**src/rtl/assert_macros.svh**
```systemverilog
// assertion macros for the rtl files, included by the top module
`ifndef ASSERT_MACROS_SVH
`define ASSERT_MACROS_SVH
`ifndef SYNTH
`define ASSERT_IMPL(lbl, clk, rst, prop) \
  lbl: assert property (@(posedge clk) disable iff (rst) prop) \
    else $error("implication check failed");
`define ASSERT_NEVER(lbl, clk, rst, cond) \
  lbl: assert property (@(posedge clk) disable iff (rst) !(cond)) \
    else $error("forbidden condition seen");
`else
`define ASSERT_IMPL(lbl, clk, rst, prop)
`define ASSERT_NEVER(lbl, clk, rst, cond)
`endif
`endif

```
**src/rtl/ugca_pkg.sv**
```systemverilog
// types, constants and codes shared by the glyph cell allocator
package ugca_pkg;

  localparam int unsigned MAX_GLYPHS_DEF     = 4096;
  localparam int unsigned COVERAGE_BYTES_DEF = 1048576;

  localparam int BYTE_W  = 8;
  localparam int CP_W    = 21;
  localparam int GN_W    = 12;
  localparam int OFF_W   = 20;
  localparam int TG_W    = 13;
  localparam int TC_W    = 21;
  localparam int CELL_W  = 16;
  localparam int IDX_W   = 2;
  localparam int CFG_W   = 21;
  localparam int TDATA_W = 96;
  localparam int TPAD_W  = TDATA_W - (CP_W + GN_W + OFF_W + TG_W + TC_W + 2);

  localparam int QDEPTH = 4;
  localparam int QPTR_W = $clog2(QDEPTH);

  // register indexes
  localparam logic [IDX_W-1:0] REG_CELL_WIDTH  = 2'd0;
  localparam logic [IDX_W-1:0] REG_CELL_HEIGHT = 2'd1;
  localparam logic [IDX_W-1:0] REG_MAX_GLYPHS  = 2'd2;
  localparam logic [IDX_W-1:0] REG_COV_CAP     = 2'd3;

  localparam logic [7:0]      RST_CELL_WIDTH  = 8'd8;
  localparam logic [7:0]      RST_CELL_HEIGHT = 8'd16;
  localparam logic [TG_W-1:0] RST_MAX_GLYPHS  = 13'd4096;
  localparam logic [TC_W-1:0] RST_COV_CAP     = 21'd1048576;

  // utf-8 lead and continuation patterns
  localparam logic [7:0] ASCII_MAX  = 8'h7F;
  localparam logic [7:0] NEWLINE    = 8'h0A;
  localparam logic [7:0] LEAD2_MASK = 8'hE0;
  localparam logic [7:0] LEAD2_CODE = 8'hC0;
  localparam logic [7:0] LEAD3_MASK = 8'hF0;
  localparam logic [7:0] LEAD3_CODE = 8'hE0;
  localparam logic [7:0] LEAD4_MASK = 8'hF8;
  localparam logic [7:0] LEAD4_CODE = 8'hF0;
  localparam logic [7:0] LEAD2_BITS = 8'h1F;
  localparam logic [7:0] LEAD3_BITS = 8'h0F;
  localparam logic [7:0] LEAD4_BITS = 8'h07;
  localparam logic [7:0] CONT_MASK  = 8'hC0;
  localparam logic [7:0] CONT_CODE  = 8'h80;

  typedef enum logic [1:0] {
    KIND_GLYPH = 2'd0,
    KIND_DONE  = 2'd1,
    KIND_FAIL  = 2'd2
  } kind_t;

  typedef enum logic [1:0] {
    FAIL_NONE     = 2'd0,
    FAIL_UTF8     = 2'd1,
    FAIL_GLYPHS   = 2'd2,
    FAIL_COVERAGE = 2'd3
  } fail_t;

  typedef struct packed {
    logic [7:0]      cell_width;
    logic [7:0]      cell_height;
    logic [TG_W-1:0] max_glyphs;
    logic [TC_W-1:0] coverage_capacity;
  } cfg_t;

  // one decoded event handed from the front to the back
  typedef struct packed {
    logic            glyph;
    logic            bad_utf8;
    logic            last;
    logic [CP_W-1:0] codepoint;
  } token_t;

  typedef struct packed {
    kind_t            kind;
    logic [CP_W-1:0]  codepoint;
    logic [GN_W-1:0]  glyph_number;
    logic [OFF_W-1:0] cell_offset;
    logic [TG_W-1:0]  total_glyphs;
    logic [TC_W-1:0]  total_coverage;
    fail_t            fail_code;
    logic             final_result;
  } result_t;

endpackage

```
**src/rtl/utf8_glyph_cell_allocator.sv**
```systemverilog
// UTF-8 byte stream in, glyph cell allocation records out.
// Input beats on s_*: one byte each, s_tlast on the final byte of a string.
// Output beats on m_*: m_tuser gives the record kind (glyph, string done,
// string failed), m_tlast marks the last record caused by one input byte.
// A glyph on the end byte yields the glyph record and then the done record.
// Throughput is one byte per cycle while the queue has room, one record per
// cycle on the output while m_tready is high; the output register is the
// only limit when a byte yields two records. A four-entry token queue sits
// between the decoder and the allocator, so bytes keep flowing while a
// record waits on m_tready; s_tready drops only once that queue fills.
// After a failed record the rest of that string gives no records.
// Reset clears the decoder, the counters, the queue and the output, and
// loads the registers with cell 8 by 16, 4096 glyphs and 1 MiB of coverage.
// Registers are written through cfg_wen/cfg_index/cfg_wdata; the user must
// write them only while idle; the block does not enforce it.
`include "assert_macros.svh"
module utf8_glyph_cell_allocator import ugca_pkg::*; #(
  parameter int unsigned MAX_GLYPHS     = MAX_GLYPHS_DEF,
  parameter int unsigned COVERAGE_BYTES = COVERAGE_BYTES_DEF
) (
  input  logic               clk,
  input  logic               rst,
  input  logic               s_tvalid,
  output logic               s_tready,
  input  logic [7:0]         s_tdata,   // text_byte[7:0]
  input  logic               s_tlast,
  output logic               m_tvalid,
  input  logic               m_tready,
  // glyph_codepoint[20:0], glyph_number[32:21], cell_offset[52:33],
  // total_glyphs[65:53], total_coverage[86:66], fail_code[88:87], zero above
  output logic [TDATA_W-1:0] m_tdata,
  output logic [1:0]         m_tuser,   // result_kind[1:0]
  output logic               m_tlast,
  input  logic               cfg_wen,
  input  logic [IDX_W-1:0]   cfg_index,
  input  logic [CFG_W-1:0]   cfg_wdata
);

  cfg_t    cfg;
  token_t  front_tok, head;
  logic    tok_push, q_pop, q_empty, q_full, done_pending;
  result_t res;

  always_ff @(posedge clk) begin
    if (rst) begin
      cfg.cell_width        <= RST_CELL_WIDTH;
      cfg.cell_height       <= RST_CELL_HEIGHT;
      cfg.max_glyphs        <= RST_MAX_GLYPHS;
      cfg.coverage_capacity <= RST_COV_CAP;
    end else if (cfg_wen) begin
      unique case (cfg_index)
        REG_CELL_WIDTH:  cfg.cell_width        <= cfg_wdata[7:0];
        REG_CELL_HEIGHT: cfg.cell_height       <= cfg_wdata[7:0];
        REG_MAX_GLYPHS:  cfg.max_glyphs        <= cfg_wdata[TG_W-1:0];
        REG_COV_CAP:     cfg.coverage_capacity <= cfg_wdata[TC_W-1:0];
        default:         cfg                   <= cfg;
      endcase
    end
  end

  ugca_front u_front (
    .clk           (clk),
    .rst           (rst),
    .byte_valid    (s_tvalid),
    .byte_ready    (s_tready),
    .text_byte     (s_tdata),
    .end_of_string (s_tlast),
    .q_full        (q_full),
    .tok_push      (tok_push),
    .tok           (front_tok)
  );

  ugca_queue u_queue (
    .clk      (clk),
    .rst      (rst),
    .push     (tok_push),
    .push_tok (front_tok),
    .pop      (q_pop),
    .head     (head),
    .empty    (q_empty),
    .full     (q_full)
  );

  ugca_back #(
    .MAX_GLYPHS     (MAX_GLYPHS),
    .COVERAGE_BYTES (COVERAGE_BYTES)
  ) u_back (
    .clk          (clk),
    .rst          (rst),
    .cfg          (cfg),
    .head         (head),
    .head_valid   (!q_empty),
    .pop          (q_pop),
    .done_pending (done_pending),
    .res          (res),
    .res_valid    (m_tvalid),
    .res_ready    (m_tready)
  );

  assign m_tdata = {{TPAD_W{1'b0}}, res.fail_code, res.total_coverage, res.total_glyphs,
                    res.cell_offset, res.glyph_number, res.codepoint};
  assign m_tuser = res.kind;
  assign m_tlast = res.final_result;

  `ASSERT_NEVER(a_pop_empty, clk, rst, q_pop && q_empty)
  `ASSERT_IMPL(a_glyph_before_done, clk, rst, $rose(done_pending) |-> (m_tvalid && m_tuser == KIND_GLYPH && !m_tlast))
  `ASSERT_IMPL(a_end_records_final, clk, rst, (m_tvalid && (m_tuser == KIND_DONE || m_tuser == KIND_FAIL)) |-> m_tlast)

endmodule

```
**src/rtl/ugca_front.sv**
```systemverilog
// utf-8 decode front end: turns input beats into glyph, error and end tokens
module ugca_front import ugca_pkg::*; (
  input  logic              clk,
  input  logic              rst,
  input  logic              byte_valid,
  output logic              byte_ready,
  input  logic [BYTE_W-1:0] text_byte,
  input  logic              end_of_string,
  input  logic              q_full,
  output logic              tok_push,
  output token_t            tok
);

  logic [1:0]      pending, pending_next;
  logic [CP_W-1:0] acc, acc_next;
  logic            failed, failed_next;
  logic            bad, complete, newline, emit;

  assign byte_ready = !q_full;

  always_comb begin
    pending_next = pending;
    acc_next     = acc;
    failed_next  = failed;
    bad          = 1'b0;
    complete     = 1'b0;
    newline      = 1'b0;
    tok          = '0;
    tok.last     = end_of_string;
    if (failed) begin
      emit = end_of_string;
      if (end_of_string) begin
        failed_next  = 1'b0;
        pending_next = 2'd0;
        acc_next     = '0;
      end
    end else begin
      if (pending == 2'd0) begin
        if (text_byte <= ASCII_MAX) begin
          acc_next = CP_W'(text_byte);
          complete = 1'b1;
          newline  = (text_byte == NEWLINE);
        end else if ((text_byte & LEAD2_MASK) == LEAD2_CODE) begin
          acc_next     = CP_W'(text_byte & LEAD2_BITS);
          pending_next = 2'd1;
        end else if ((text_byte & LEAD3_MASK) == LEAD3_CODE) begin
          acc_next     = CP_W'(text_byte & LEAD3_BITS);
          pending_next = 2'd2;
        end else if ((text_byte & LEAD4_MASK) == LEAD4_CODE) begin
          acc_next     = CP_W'(text_byte & LEAD4_BITS);
          pending_next = 2'd3;
        end else begin
          bad = 1'b1;
        end
      end else begin
        if ((text_byte & CONT_MASK) != CONT_CODE) begin
          bad = 1'b1;
        end else begin
          acc_next     = {acc[CP_W-7:0], text_byte[5:0]};
          pending_next = pending - 2'd1;
          complete     = (pending == 2'd1);
        end
      end
      tok.codepoint = acc_next;
      tok.glyph     = !bad && complete && !newline;
      // truncated sequence counts as bad utf-8
      tok.bad_utf8  = bad || (end_of_string && pending_next != 2'd0);
      emit          = tok.glyph || tok.bad_utf8 || end_of_string;
      if (end_of_string) begin
        failed_next  = 1'b0;
        pending_next = 2'd0;
        acc_next     = '0;
      end else if (tok.bad_utf8) begin
        failed_next = 1'b1;
      end
    end
  end

  assign tok_push = byte_valid && byte_ready && emit;

  always_ff @(posedge clk) begin
    if (rst) begin
      pending <= 2'd0;
      acc     <= '0;
      failed  <= 1'b0;
    end else if (byte_valid && byte_ready) begin
      pending <= pending_next;
      acc     <= acc_next;
      failed  <= failed_next;
    end
  end

endmodule

```
**src/rtl/ugca_queue.sv**
```systemverilog
// short token queue between the decode front and the allocation back
module ugca_queue import ugca_pkg::*; (
  input  logic   clk,
  input  logic   rst,
  input  logic   push,
  input  token_t push_tok,
  input  logic   pop,
  output token_t head,
  output logic   empty,
  output logic   full
);

  token_t            slots [QDEPTH];
  logic [QPTR_W-1:0] wr_ptr, rd_ptr;
  logic [QPTR_W:0]   count;

  assign empty = (count == '0);
  assign full  = (count == (QPTR_W+1)'(QDEPTH));
  assign head  = slots[rd_ptr];

  always_ff @(posedge clk) begin
    if (push) begin
      slots[wr_ptr] <= push_tok;
    end
  end

  always_ff @(posedge clk) begin
    if (rst) begin
      wr_ptr <= '0;
      rd_ptr <= '0;
      count  <= '0;
    end else begin
      if (push) wr_ptr <= wr_ptr + 1'b1;
      if (pop)  rd_ptr <= rd_ptr + 1'b1;
      case ({push, pop})
        2'b10:   count <= count + 1'b1;
        2'b01:   count <= count - 1'b1;
        default: count <= count;
      endcase
    end
  end

endmodule

```
**src/rtl/ugca_back.sv**
```systemverilog
// allocation back end: glyph and coverage budgets, result register
module ugca_back import ugca_pkg::*; #(
  parameter int unsigned MAX_GLYPHS     = MAX_GLYPHS_DEF,
  parameter int unsigned COVERAGE_BYTES = COVERAGE_BYTES_DEF
) (
  input  logic    clk,
  input  logic    rst,
  input  cfg_t    cfg,
  input  token_t  head,
  input  logic    head_valid,
  output logic    pop,
  output logic    done_pending,
  output result_t res,
  output logic    res_valid,
  input  logic    res_ready
);

  localparam logic [31:0] GLIM_MAX = 32'(MAX_GLYPHS);
  localparam logic [31:0] CLIM_MAX = 32'(COVERAGE_BYTES);

  logic [TG_W-1:0]   glyph_cnt, glyph_cnt_next;
  logic [TC_W-1:0]   cov_cnt, cov_cnt_next;
  logic              failed, failed_next;
  logic              done_pending_next;
  logic              out_free, load;
  result_t           res_next;
  logic [TG_W-1:0]   glim;
  logic [TC_W-1:0]   clim;
  logic [7:0]        w, h;
  logic [CELL_W-1:0] cell_size;
  logic              over_glyphs, over_cov, fail_now;
  fail_t             fcode;

  always_comb begin
    glim = (32'(cfg.max_glyphs) > GLIM_MAX) ? GLIM_MAX[TG_W-1:0] : cfg.max_glyphs;
    clim = (32'(cfg.coverage_capacity) > CLIM_MAX) ? CLIM_MAX[TC_W-1:0]
                                                    : cfg.coverage_capacity;
    w    = (cfg.cell_width == 8'd0) ? 8'd1 : cfg.cell_width;
    h    = (cfg.cell_height == 8'd0) ? 8'd1 : cfg.cell_height;
    cell_size = {8'd0, w} * {8'd0, h};
    over_glyphs = (glyph_cnt >= glim);
    over_cov    = (cov_cnt > clim) || (TC_W'(cell_size) > (clim - cov_cnt));
  end

  assign out_free = !res_valid || res_ready;

  always_comb begin
    glyph_cnt_next    = glyph_cnt;
    cov_cnt_next      = cov_cnt;
    failed_next       = failed;
    done_pending_next = done_pending;
    pop               = 1'b0;
    load              = 1'b0;
    fail_now          = 1'b0;
    fcode             = FAIL_NONE;
    res_next          = '0;
    res_next.kind     = KIND_GLYPH;
    res_next.fail_code = FAIL_NONE;
    if (head_valid && out_free) begin
      if (done_pending) begin
        // second beat of a glyph on the end byte
        load                    = 1'b1;
        pop                     = 1'b1;
        res_next.kind           = KIND_DONE;
        res_next.total_glyphs   = glyph_cnt;
        res_next.total_coverage = cov_cnt;
        res_next.final_result   = 1'b1;
        done_pending_next       = 1'b0;
        glyph_cnt_next          = '0;
        cov_cnt_next            = '0;
      end else if (failed) begin
        // rest of a failed string is dropped
        pop = 1'b1;
        if (head.last) begin
          failed_next    = 1'b0;
          glyph_cnt_next = '0;
          cov_cnt_next   = '0;
        end
      end else begin
        load = 1'b1;
        if (head.glyph) begin
          if (over_glyphs) begin
            fail_now = 1'b1;
            fcode    = FAIL_GLYPHS;
          end else if (over_cov) begin
            fail_now = 1'b1;
            fcode    = FAIL_COVERAGE;
          end else begin
            res_next.kind         = KIND_GLYPH;
            res_next.codepoint    = head.codepoint;
            res_next.glyph_number = glyph_cnt[GN_W-1:0];
            res_next.cell_offset  = cov_cnt[OFF_W-1:0];
            res_next.final_result = !head.last;
            glyph_cnt_next        = glyph_cnt + 1'b1;
            cov_cnt_next          = cov_cnt + TC_W'(cell_size);
            if (head.last) begin
              done_pending_next = 1'b1;
            end else begin
              pop = 1'b1;
            end
          end
        end else if (head.bad_utf8) begin
          fail_now = 1'b1;
          fcode    = FAIL_UTF8;
        end else begin
          pop                     = 1'b1;
          res_next.kind           = KIND_DONE;
          res_next.total_glyphs   = glyph_cnt;
          res_next.total_coverage = cov_cnt;
          res_next.final_result   = 1'b1;
          glyph_cnt_next          = '0;
          cov_cnt_next            = '0;
        end
        if (fail_now) begin
          pop                   = 1'b1;
          res_next              = '0;
          res_next.kind         = KIND_FAIL;
          res_next.fail_code    = fcode;
          res_next.final_result = 1'b1;
          glyph_cnt_next        = glyph_cnt;
          cov_cnt_next          = cov_cnt;
          if (head.last) begin
            glyph_cnt_next = '0;
            cov_cnt_next   = '0;
          end else begin
            failed_next = 1'b1;
          end
        end
      end
    end
  end

  always_ff @(posedge clk) begin
    if (rst) begin
      glyph_cnt    <= '0;
      cov_cnt      <= '0;
      failed       <= 1'b0;
      done_pending <= 1'b0;
      res_valid    <= 1'b0;
    end else begin
      glyph_cnt    <= glyph_cnt_next;
      cov_cnt      <= cov_cnt_next;
      failed       <= failed_next;
      done_pending <= done_pending_next;
      if (out_free) res_valid <= load;
    end
  end

  always_ff @(posedge clk) begin
    if (load) res <= res_next;
  end

endmodule
```
**config.mk**
```make
export PLATFORM = sky130hd
export DESIGN_NAME = utf8_glyph_cell_allocator
export DESIGN_NICKNAME = d
export VERILOG_FILES = /design/src/rtl/ugca_pkg.sv /design/src/rtl/utf8_glyph_cell_allocator.sv /design/src/rtl/ugca_front.sv /design/src/rtl/ugca_queue.sv /design/src/rtl/ugca_back.sv
export VERILOG_INCLUDE_DIRS = /design/src /design/src/rtl
export SDC_FILE = /design/constraint.sdc
export NUM_CORES = 1
export LEC_CHECK = 0
export ABC_AREA = 1
export BUFFER_PORTS_ARGS = -buffer_cell sky130_fd_sc_hd__buf_2
export CORE_ASPECT_RATIO = 1.75
export CORE_MARGIN = 2
export CORE_UTILIZATION = 55
export CTS_BUF_LIST = sky130_fd_sc_hd__clkbuf_4 sky130_fd_sc_hd__clkbuf_8
export CTS_CLUSTER_SIZE = 20
export DETAILED_ROUTE_END_ITERATION = 8
export PLACE_DENSITY = 0.78
export SYNTH_ARGS = -nofsm -noshare
export SYNTH_HDL_FRONTEND = slang
export SYNTH_SLANG_ARGS = --single-unit
```
**constraint.sdc**
```tcl
create_clock -name clk -period 13.84 [get_ports clk]
set_input_delay 1.384 -clock clk [delete_from_list [all_inputs] [get_ports clk]]
set_output_delay 1.384 -clock clk [all_outputs]
set_load 0.02 [all_outputs]
```
Yosys cells after proc, flatten, opt, wreduce, memory -nomap -nowiden
Memories as Yosys holds them, arrays and structs flattened. A register that Yosys moved wholly into a read port is not among the register bits.
Cells that the tools add are included.
{"block": "word_totals", "regBits": 210, "mem_bits_rw": 96, "inputBits": 37, "output_inout_bits": 101, "wordCells": 205, "memories": 1}
{"memory": "u_queue.slots", "depth": 4, "word_bits": 24, "rd": 1, "rd_clocked_by_memory_dff": 1, "wr": 1, "line_no": "ugca_queue.sv:13", "source": "token_t slots [QDEPTH];"}
{"block": "op_classes", "addsub": 8, "multipliers": 1, "n_lt_le_gt_ge": 6, "eq_ne": 16, "mux": 111, "bitwise_logic": 4, "n_reduce_logical": 34}
{"cell": "21-bit two-way mux", "n": 19}
{"cell": "13-bit two-way mux", "n": 9}
{"cell": "53-bit two-way mux", "n": 2}
{"cell": "34-bit two-way mux", "n": 3}
{"cell": "92-bit two-way mux", "n": 1}
{"cell": "91-bit two-way mux", "n": 1}
{"cell": "1-bit two-way mux", "n": 55}
{"cell": "55-bit two-way mux", "n": 1}
{"cell": "2-bit two-way mux", "n": 17}
{"cell": "21-bit by 16-bit adder with 21-bit output", "n": 1}
{"cell": "16-bit by 21-bit greater-than comparator with 1-bit output", "n": 1}
{"cell": "21-bit greater-than comparator", "n": 1}
{"cell": "21-bit greater-than comparator, second input constant", "n": 1}
{"cell": "21-bit subtractor", "n": 1}
{"cell": "8-bit zero test", "n": 2}
{"cell": "8-bit by 8-bit multiplier with 16-bit output", "n": 1}
{"cell": "8-bit two-way mux", "n": 2}
{"cell": "13-bit by 1-bit adder with 13-bit output, second input constant", "n": 1}
{"cell": "13-bit >= comparator", "n": 1}
{"cell": "13-bit greater-than comparator, second input constant", "n": 1}
{"cell": "2-bit AND reduction", "n": 6}
{"cell": "5-bit by 3-bit != test with 1-bit output, second input constant", "n": 2}
{"cell": "8-bit by 4-bit == test with 1-bit output, second input constant", "n": 1}
{"cell": "8-bit by 7-bit less-or-equal comparator with 1-bit output, second input constant", "n": 1}
{"cell": "23 further kinds", "n": 49}

Longest topological paths before layout
Gate-level depths: netlist of the first run.
{"block": "depth", "ltp_word": 17, "depth_mapped": 47, "ltp_nobuf": 46}

Hierarchy
A second synthesis of the first run with hierarchy kept.
{"block": "unflattened", "cells_unflattened": 2359, "hier_area_um2": 18825.6}
{"module": "ugca_back", "instances": 1, "cells_per_inst": 1456, "area_per_inst_um2": 10800.4, "seq_area_each_um2": 3503.4}
{"module": "ugca_queue", "instances": 1, "cells_per_inst": 290, "area_per_inst_um2": 4170.2, "seq_area_each_um2": 3062.9}
{"module": "utf8_glyph_cell_allocator", "instances": 1, "cells_per_inst": 324, "area_per_inst_um2": 2103.3, "seq_area_each_um2": 1001.0}
{"module": "ugca_front", "instances": 1, "cells_per_inst": 289, "area_per_inst_um2": 1751.7, "seq_area_each_um2": 480.5}

Least setup slack after synthesis of the first run
Ideal clock, no wire load.
{"block": "synth_path", "path_kind": "input to register", "startpoint": "input m_tready", "endpoint": "register u_back.res[10] (netlist name)", "setup_ns": 0.141, "arrival_ns": 7.223, "t_required_ns": 13.699, "setup_slack_ns": 6.475, "stages": 9, "path_buffers": 1, "cell_sequence": "nor2_1 a31oi_1 inv_2 a21oi_1 inv_1 a21oi_1 inv_2 clkbuf_1 nor2_1"}
{"block": "synth_between", "elab_chain_cells": 2}
{"element": "start: declaration", "line_no": "utf8_glyph_cell_allocator.sv:28", "source": "input logic m_tready,"}
{"element": "1-bit logical OR", "line_no": "ugca_back.sv:45", "source": "assign out_free = !res_valid || res_ready;"}
{"element": "1-bit logical AND", "line_no": "ugca_back.sv:59", "source": "if (head_valid && out_free) begin"}
No other way between the ends.
A chain may end at the register's enable or synchronous reset.

Worst setup path after layout of the first run
{"block": "layout_path", "startpoint": "register cfg[43] (netlist name)", "endpoint": "register u_queue.count[2]"}
{"block": "layout_between", "elab_chain_cells": 17, "word_cells_on_any_way": 22, "cone_classes": "mul (1); order compare (1); eq/ne (2); mux (15); reduce/logical (3)"}
{"element": "8-bit zero test", "line_no": "ugca_back.sv:38", "source": "w = (cfg.cell_width == 8'd0) ? 8'd1 : cfg.cell_width;"}
{"element": "8-bit two-way mux (*)", "line_no": "ugca_back.sv:38"}
{"element": "8-bit by 8-bit multiplier with 16-bit output (*)", "line_no": "ugca_back.sv:40", "source": "cell_size = {8'd0, w} * {8'd0, h};"}
{"element": "16-bit by 21-bit greater-than comparator with 1-bit output (*)", "line_no": "ugca_back.sv:42", "source": "over_cov = (cov_cnt > clim) || (TC_W'(cell_size) > (clim - cov_cnt));"}
{"element": "1-bit logical OR (*)", "line_no": "ugca_back.sv:42"}
{"element": "1-bit two-way mux", "line_no": "ugca_back.sv:85", "source": "end else if (over_cov) begin"}
{"element": "1-bit two-way mux", "line_no": "ugca_back.sv:82", "source": "if (over_glyphs) begin"}
{"element": "1-bit two-way mux", "line_no": "ugca_back.sv:81", "source": "if (head.glyph) begin"}
{"element": "(+2 left out)"}
{"element": "1-bit two-way mux", "line_no": "ugca_back.sv:59"}
{"element": "1-bit two-way mux (*)", "line_no": "ugca_back.sv:114", "source": "if (fail_now) begin"}
{"element": "1-bit two-way mux (*)", "line_no": "ugca_back.sv:71", "source": "end else if (failed) begin"}
{"element": "1-bit two-way mux (*)", "line_no": "ugca_back.sv:60", "source": "if (done_pending) begin"}
{"element": "1-bit two-way mux (*)", "line_no": "ugca_back.sv:59"}
{"element": "net q_pop", "line_no": "utf8_glyph_cell_allocator.sv:41", "source": "logic tok_push, q_pop, q_empty, q_full, done_pending;"}
{"element": "2-bit by 1-bit == test with 1-bit output or 2-bit == test (tied branches)", "line_no": "ugca_queue.sv:35", "source": "case ({push, pop})"}
{"element": "3-bit one-hot mux with 2 select lines or 2-bit nonzero test (tied branches)"}
{"element": "end signal: assignment", "line_no": "ugca_queue.sv:36", "source": "2'b10: count <= count + 1'b1;"}
{"element": "end signal: assignment", "line_no": "ugca_queue.sv:37", "source": "2'b01: count <= count - 1'b1;"}
{"element": "end signal: assignment", "line_no": "ugca_queue.sv:38", "source": "default: count <= count;"}
{"element": "end: declaration", "line_no": "ugca_queue.sv:15", "source": "logic [QPTR_W:0] count;"}
Mark *: on every way through the listed nets, which the timed path passes. The rest lies on a longest branch. The select of a mux whose other input is x is not followed.

==> results of run 1 <==
[power by group through the flow]
stage	Combinational, mW	Sequential, mW	Clock (mW)
floorplan	1.83	1.58	0
global placement	2.57	1.42	0
detailed placement	2.62	1.42	0
CTS	2.63	1.40	0.919
global route	2.90	1.43	0.953
finish	2.64	1.41	0.909
[Yosys cell counts (all sizes together)]
cell type    n
nor3         9
and3         1
nand3      123
a31oi        4
dfxtp      120
and2         4
o21ai      103
o221ai       3
nor2       223
o21bai      11
a21o         5
nand4       17
conb         1
nor3b        1
o211ai       6
or2          6
o31ai        1
a41oi        2
clkinv       4
clkbuf      71
edfxtp     188
a211oi       3
ha         110
a221oi      22
or4          1
a32o         1
a21oi      225
a22oi       11
inv        314
nor4        12
buf         26
o21a         2
nand2      452
xor2        18
nand3b       2
fa          39
xnor2        9
o22ai        4
o311ai       1
o2111a       1
a32oi        1
[path summary, 6_finish.rpt]
| kind | from | to | slack [ps] | cells past startpoint |
|---|---|---|---|---|
| setup / recovery | cfg[43] | u_queue.count[2] | 6000 | 44 |
| hold / removal | u_front.acc[17] | u_front.acc[17] | 470 | 2 |
| setup reg to reg | cfg[43] | u_queue.count[2] | 6000 | 44 |
| hold reg to reg | u_front.acc[17] | u_front.acc[17] | 470 | 2 |
[worst max-delay path, delay by kind of cell, from the launching register on]
family | cells | cell delay [ps]
AOI/OAI and AO/OA | 9 | 1550
adders and majority gates | 8 | 3300
and+or+nand+nor | 15 | 1260
buffers and inverters | 11 | 850
DFF | 1 | 510
xor gates and xnor gates | 1 | 250
[stage by stage]
step,setup slack [ps],std cells,power (mW)
final,6000,2699,4.956
after detailed placement,6155,2615,4.046
after floorplan,6475,2163,3.407
after CTS,6135,2699,4.958
after global routing,5350,2699,5.283
after global placement,6245,2615,3.987
[layer usage]
metal | global-route usage | up-vias | part of all wire
met5 | 0 | - | 0
met4 | 0.2197 | 0 | 0.079
met3 | 0.03642 | 196 | 0.049
met2 | 0.5516 | 575 | 0.52
met1 | 0.3121 | 7238 | 0.35
li1 | - | 7306 | -
[registers in the layout (all words and copies together) (netlist names), 3 cells and up, named ones only]
name	count
u_queue.slots	96
u_back.res	92
cfg	50
u_back.cov_cnt	21
u_front.acc	21
u_back.glyph_cnt	13
u_queue.count	3
[layout make-up]
class	instances	area [um^2]	area share
Multi-Input combinational cell	1440	8738	0.4290
Sequential cell	308	8048	0.3951
Inverter	318	1194	0.05860
Clock buffer	59	762.0	0.03741
Timing Repair Buffer	144	755.7	0.03710
Tap cell	405	506.7	0.02488
Clock inverter	25	364.1	0.01788
[cells by family (layout without fill, tap and decap cells)]
group           count (synthesis)  count (layout)  synth area share
other cells                     1               7         0.0002041
fa+ha+maj                     149             149            0.1174
compound gates                406             406            0.1350
flops                         308             308            0.4381
simple gates                  851             851            0.2059
xor+xnor                       27              27           0.01287
buf+inv                       415             546           0.09046
[cells in the final DEF, fill, tap and decap left out, types with 6 or more instances in the layout]
master,n
nand3_2,24
nor4_1,12
a21oi_2,26
fa_1,39
clkbuf_4,8
conb_1,7
clkinv_1,9
edfxtp_1,188
o211ai_1,6
a221oi_2,18
nand4_1,17
o21bai_1,10
nand3_1,98
buf_4,14
nand2_1,424
buf_2,130
a21oi_1,198
xnor2_1,9
nand2_4,10
dfxtp_1,120
or2_2,6
inv_1,306
nand2_2,16
a22oi_1,11
o21ai_0,101
xor2_1,18
nor2_1,212
bufinv_16,9
nor2_4,6
ha_1,110
clkbuf_8,51
inv_2,8
nor3_1,8
==> results.sh, run 1 <==
export IMPL_power_frac_clock=0.183
export IMPL_drive_gt1_frac=0.1526
export IMPL_synthDistinctLibCells=58
export IMPL_synth_top_area_share=0.3073
export IMPL_cts_tree="yes"
export IMPL_diodes=0
export IMPL_period_minus_slack_ps=7840
export IMPL_slew_viol_final=0
export IMPL_synth_seq_cells=308
export IMPL_antenna_found_initial=0
export IMPL_hold_viol=0
export IMPL_drt_pass1_iter_count=5
export IMPL_grt_max_degree=60
export IMPL_worstPathMaxFanout=8
export IMPL_whs_ps=467.5
export IMPL_finalSetupViolCount=0
export IMPL_drtIter0Drc=1001
export IMPL_clk_pin_slew_ps=70
export IMPL_final_core_util=0.6187
export IMPL_grt_ovfl_total=0
export IMPL_grt_use_total=0.3014
export IMPL_power_density_mw_per_mm2=243.3
export IMPL_dieArea_mm2=0.03493
export IMPL_finalClockSkew_ps=38.16
export IMPL_seq_area_frac_synth=0.4381
export IMPL_crit_type="reg2reg"
export IMPL_final_antenna_net_count=0
export IMPL_critical_path_arrival_ps=8340
export IMPL_core_area_mm2=0.03292
export IMPL_dpl_hpwl_um=38780
export IMPL_cts_made_buffers=45
export IMPL_syn_inst=2157
export IMPL_swShare=0.4763
export IMPL_holdCritPathClass="reg2reg"
export IMPL_critPathCaptureType="flip-flop"
export IMPL_vias_per_cell=5.674
export IMPL_cts_buffer_depth=3
export IMPL_cts_root_buffer="clkbuf_8"
export IMPL_die_h_um=245.8
export IMPL_fmax_ghz=0.1276
export IMPL_cp_slowest_stage_delay_ps=560
export IMPL_wire_per_inst_um=19.42
export IMPL_area_growth_pct=10.88
export IMPL_status="finished, final reports clean"
export IMPL_rsz0062_at_grt="no"
export IMPL_drc=0
export IMPL_sequentialPowerShare=0.284
export IMPL_netlist_top_cells_area="edfxtp_1 31%, dfxtp_1 13%, nand2_1 8.7%"
export IMPL_power_internal_mw=2.595
export IMPL_leakage_nw=9.119
export IMPL_cts_max_level=2
export IMPL_cpMostUsedCell="inv_1"
export IMPL_finalCritPeriodShare=0.5665
export IMPL_placed_cell_area_mm2=0.01924
export IMPL_cts_hold_buf=0
export IMPL_row_count=88
export IMPL_die_x_um=142.1
export IMPL_critPathSlowestCell="fa_1"
export IMPL_cap_violations=0
export IMPL_fin_area_mm2=0.02037
export IMPL_cts_sinks=308
export IMPL_grt_pass1_vias=15520
export IMPL_syn_area_per_cell_um2=8.516
export IMPL_postCtsSetupRepairBufs=0
export IMPL_yosys_area_top_type="edfxtp_1"
export IMPL_p_sw_mw=2.360
export IMPL_grt_pass1_wl_um=81120
export IMPL_critPathLaunchType="flip-flop"
export IMPL_setup_tns_ps=0
export IMPL_worstPathRequired_ps=14340
export IMPL_vdd_ir_drop_max_uv=178.9
export IMPL_clk_latency_ps=620
export IMPL_vias=15320
export IMPL_p_comb_frac=0.533
export IMPL_tightestPinTransition_ps=1031
export IMPL_drt_wl_total_um=52410
export IMPL_ctsResizeCount=0
export IMPL_num_io_pins=138
export IMPL_synth_cell_area_mm2=0.01837
export IMPL_fillCellCount=2820
export IMPL_yosys_warnings=0
export IMPL_gp_congestion=0.9952
export IMPL_nets=2443
export IMPL_slew_headroom=0.3119
export IMPL_initial_utilization=0.5580
export IMPL_portBuffers=130
Power figures use the tool's default switching activity.
==> run 2: changes to the inputs <==
==> constraint.sdc (replaced) <==
create_clock -name clk -period 7.6 [get_ports clk]
set_input_delay 0.76 -clock clk [delete_from_list [all_inputs] [get_ports clk]]
set_output_delay 0.76 -clock clk [all_outputs]
set_load 0.02 [all_outputs]
==> results.sh, run 2 (same netlist as run 1, synthesis figures left out) <==
export IMPL_sequentialPowerShare=0.286
export IMPL_p_comb_frac=0.554
export IMPL_status="finished, final reports clean"
export IMPL_swShare=0.4876
export IMPL_period_minus_slack_ps=7155
export IMPL_layout_setup_ws_ps=445.3
export IMPL_nets=2465
export IMPL_slew_viol_final=0
export IMPL_finalClockSkew_ps=28.93
export IMPL_drc=0
export IMPL_cts_root_buffer="clkbuf_8"
export IMPL_drt_wl_total_um=52060
export IMPL_placed_cell_area_mm2=0.01939
export IMPL_crit_type="reg2reg"
export IMPL_initial_utilization=0.5580
export IMPL_dr_wl_met3_um=2377
export IMPL_die_x_um=142.1
export IMPL_num_io_pins=138
export IMPL_drive_gt1_frac=0.1668
export IMPL_cts_hold_buf=0
export IMPL_gp_congestion=1.017
export IMPL_critPathCaptureType="flip-flop"
export IMPL_dieArea_mm2=0.03493
export IMPL_grt_ovfl_total=0
export IMPL_cts_buffer_depth=3
export IMPL_cts_made_buffers=45
export IMPL_power_density_mw_per_mm2=437.1
export IMPL_setup_tns_ps=0
export IMPL_final_core_util=0.6204
export IMPL_portBuffers=130
export IMPL_area_growth_pct=11.18
export IMPL_clk_pin_slew_ps=70
export IMPL_final_antenna_net_count=0
export IMPL_hold_viol=0
export IMPL_layout_commonest_cell="nand2_1"
export IMPL_wire_per_inst_um=19.14
export IMPL_row_count=88
export IMPL_cts_sinks=308
export IMPL_p_sw_mw=4.353
export IMPL_finalPower_mw=8.928
export IMPL_route_met2_wl_um=26920
export IMPL_slew_headroom=0.3504
export IMPL_vias_per_cell=5.649
export IMPL_largest_reg_flops=96
export IMPL_cts_max_level=2
export IMPL_critPathSlowestCell="fa_1"
export IMPL_cp_slowest_stage_delay_ps=540
export IMPL_clk_latency_ps=600
export IMPL_cap_violations=0
export IMPL_die_h_um=245.8
export IMPL_grt_pass1_wl_um=80220
export IMPL_multi_input_area_mm2=0.008771
export IMPL_final_cell_mix="423 x nand2_1, 300 x inv_1, 211 x nor2_1"
export IMPL_regArea_mm2=0.008048
export IMPL_grt_max_degree=58
export IMPL_power_frac_clock=0.160
export IMPL_reg_top3="u_queue.slots x96, u_back.res x92, cfg x50"
export IMPL_power_internal_mw=4.575
export IMPL_critical_path_arrival_ps=7680
export IMPL_leakage_nw=9.176
export IMPL_vias=15360
export IMPL_holdCritPathClass="reg2reg"
export IMPL_tightestPinTransition_ps=973.4
export IMPL_fillCellCount=2848
export IMPL_vdd_ir_drop_max_uv=297.7
export IMPL_finalSetupViolCount=0
export IMPL_fmax_ghz=0.1398
export IMPL_wl_met1_um=17900
export IMPL_core_area_mm2=0.03292
export IMPL_worstPathRequired_ps=8120
export IMPL_worstPathMaxFanout=3
export IMPL_drt_pass1_iter_count=6
export IMPL_regMostFlops="u_queue.slots"
export IMPL_cts_tree="yes"
export IMPL_grt_pass1_vias=15450
export IMPL_top_layer="met4"
export IMPL_preCtsSetupSlack_ps=135.2
export IMPL_fin_area_mm2=0.02042
export IMPL_drtIter0Drc=961
export IMPL_critPathLaunchType="flip-flop"
export IMPL_antenna_found_initial=1
export IMPL_dpl_hpwl_um=38600
export IMPL_finalCritPeriodShare=0.9414
export IMPL_grt_use_total=0.2983
==> run 2: cell types whose count changed in the layout (fill, tap and decap cells not counted), moves of 4 or more <==
cell       previous run  this run
o21ai_0             101        97
buf_4                14        35
inv_2                 8        14
inv_1               306       300
clkbuf_4              8        12
bufinv_16             9         2
==> run 2: worst paths after layout <==
path                        start                to  slack, ps  cells past startpoint
setup / recovery          cfg[46]  u_queue.count[1]        450                     40
hold / removal    u_front.acc[17]   u_front.acc[17]        470                      2
setup reg to reg          cfg[46]  u_queue.count[1]        450                     40
hold reg to reg   u_front.acc[17]   u_front.acc[17]        470                      2
==> run 2: power by group through the flow <==
stage	sequential [mW]	combinational (mW)	clock (mW)
2_1_floorplan	2.87	3.33	0
3_3_place_gp	2.57	4.74	0
3_5_place_dp	2.57	4.84	0
4_1_cts	2.55	4.87	1.46
5_1_grt	2.59	5.38	1.52
6_report	2.55	4.94	1.43
==> run 2: layout make-up <==
type | count | share of cell area
diodes | 1 | 0.0001225
clock buffers | 65 | 0.04013
clock inverters | 17 | 0.007290
inverters | 318 | 0.05845
multi-input cells | 1440 | 0.4295
flip-flops and latches | 308 | 0.3940
well taps | 405 | 0.02481
repair buffers | 166 | 0.04570
==> run 2: what timing repair did <==
item,4_1_cts,5_1_grt
setup endpoints to repair,0,7
buffers inserted,0,2
endpoints found under the hold margin,0,0
resized for setup,0,20
==> run 2: metrics by stage <==
step,hold WS [ps],std cells
after floorplan,444.1,2163
after global placement,452.3,2635
after detailed placement,458.8,2635
after CTS,441.0,2717
after global routing,466.9,2720
final,467.6,2720
==> run 2: metal layers <==
metal | GRT usage | up-vias
met2 | 0.5460 | 533
met5 | 0 | -
met1 | 0.2985 | 7250
li1 | - | 7360
met4 | 0.2397 | 0
met3 | 0.03681 | 221
==> run 2: worst max-delay path, delay by kind of cell, from the launching register on <==
family,cells,cell delay [ps]
adder cells (fa/ha/maj),8,3310
XOR/XNOR,1,360
flip-flops,1,320
buffers and inverters,8,520
AND/OR/NAND/NOR,17,1870
AO/OA/AOI/OAI,6,700
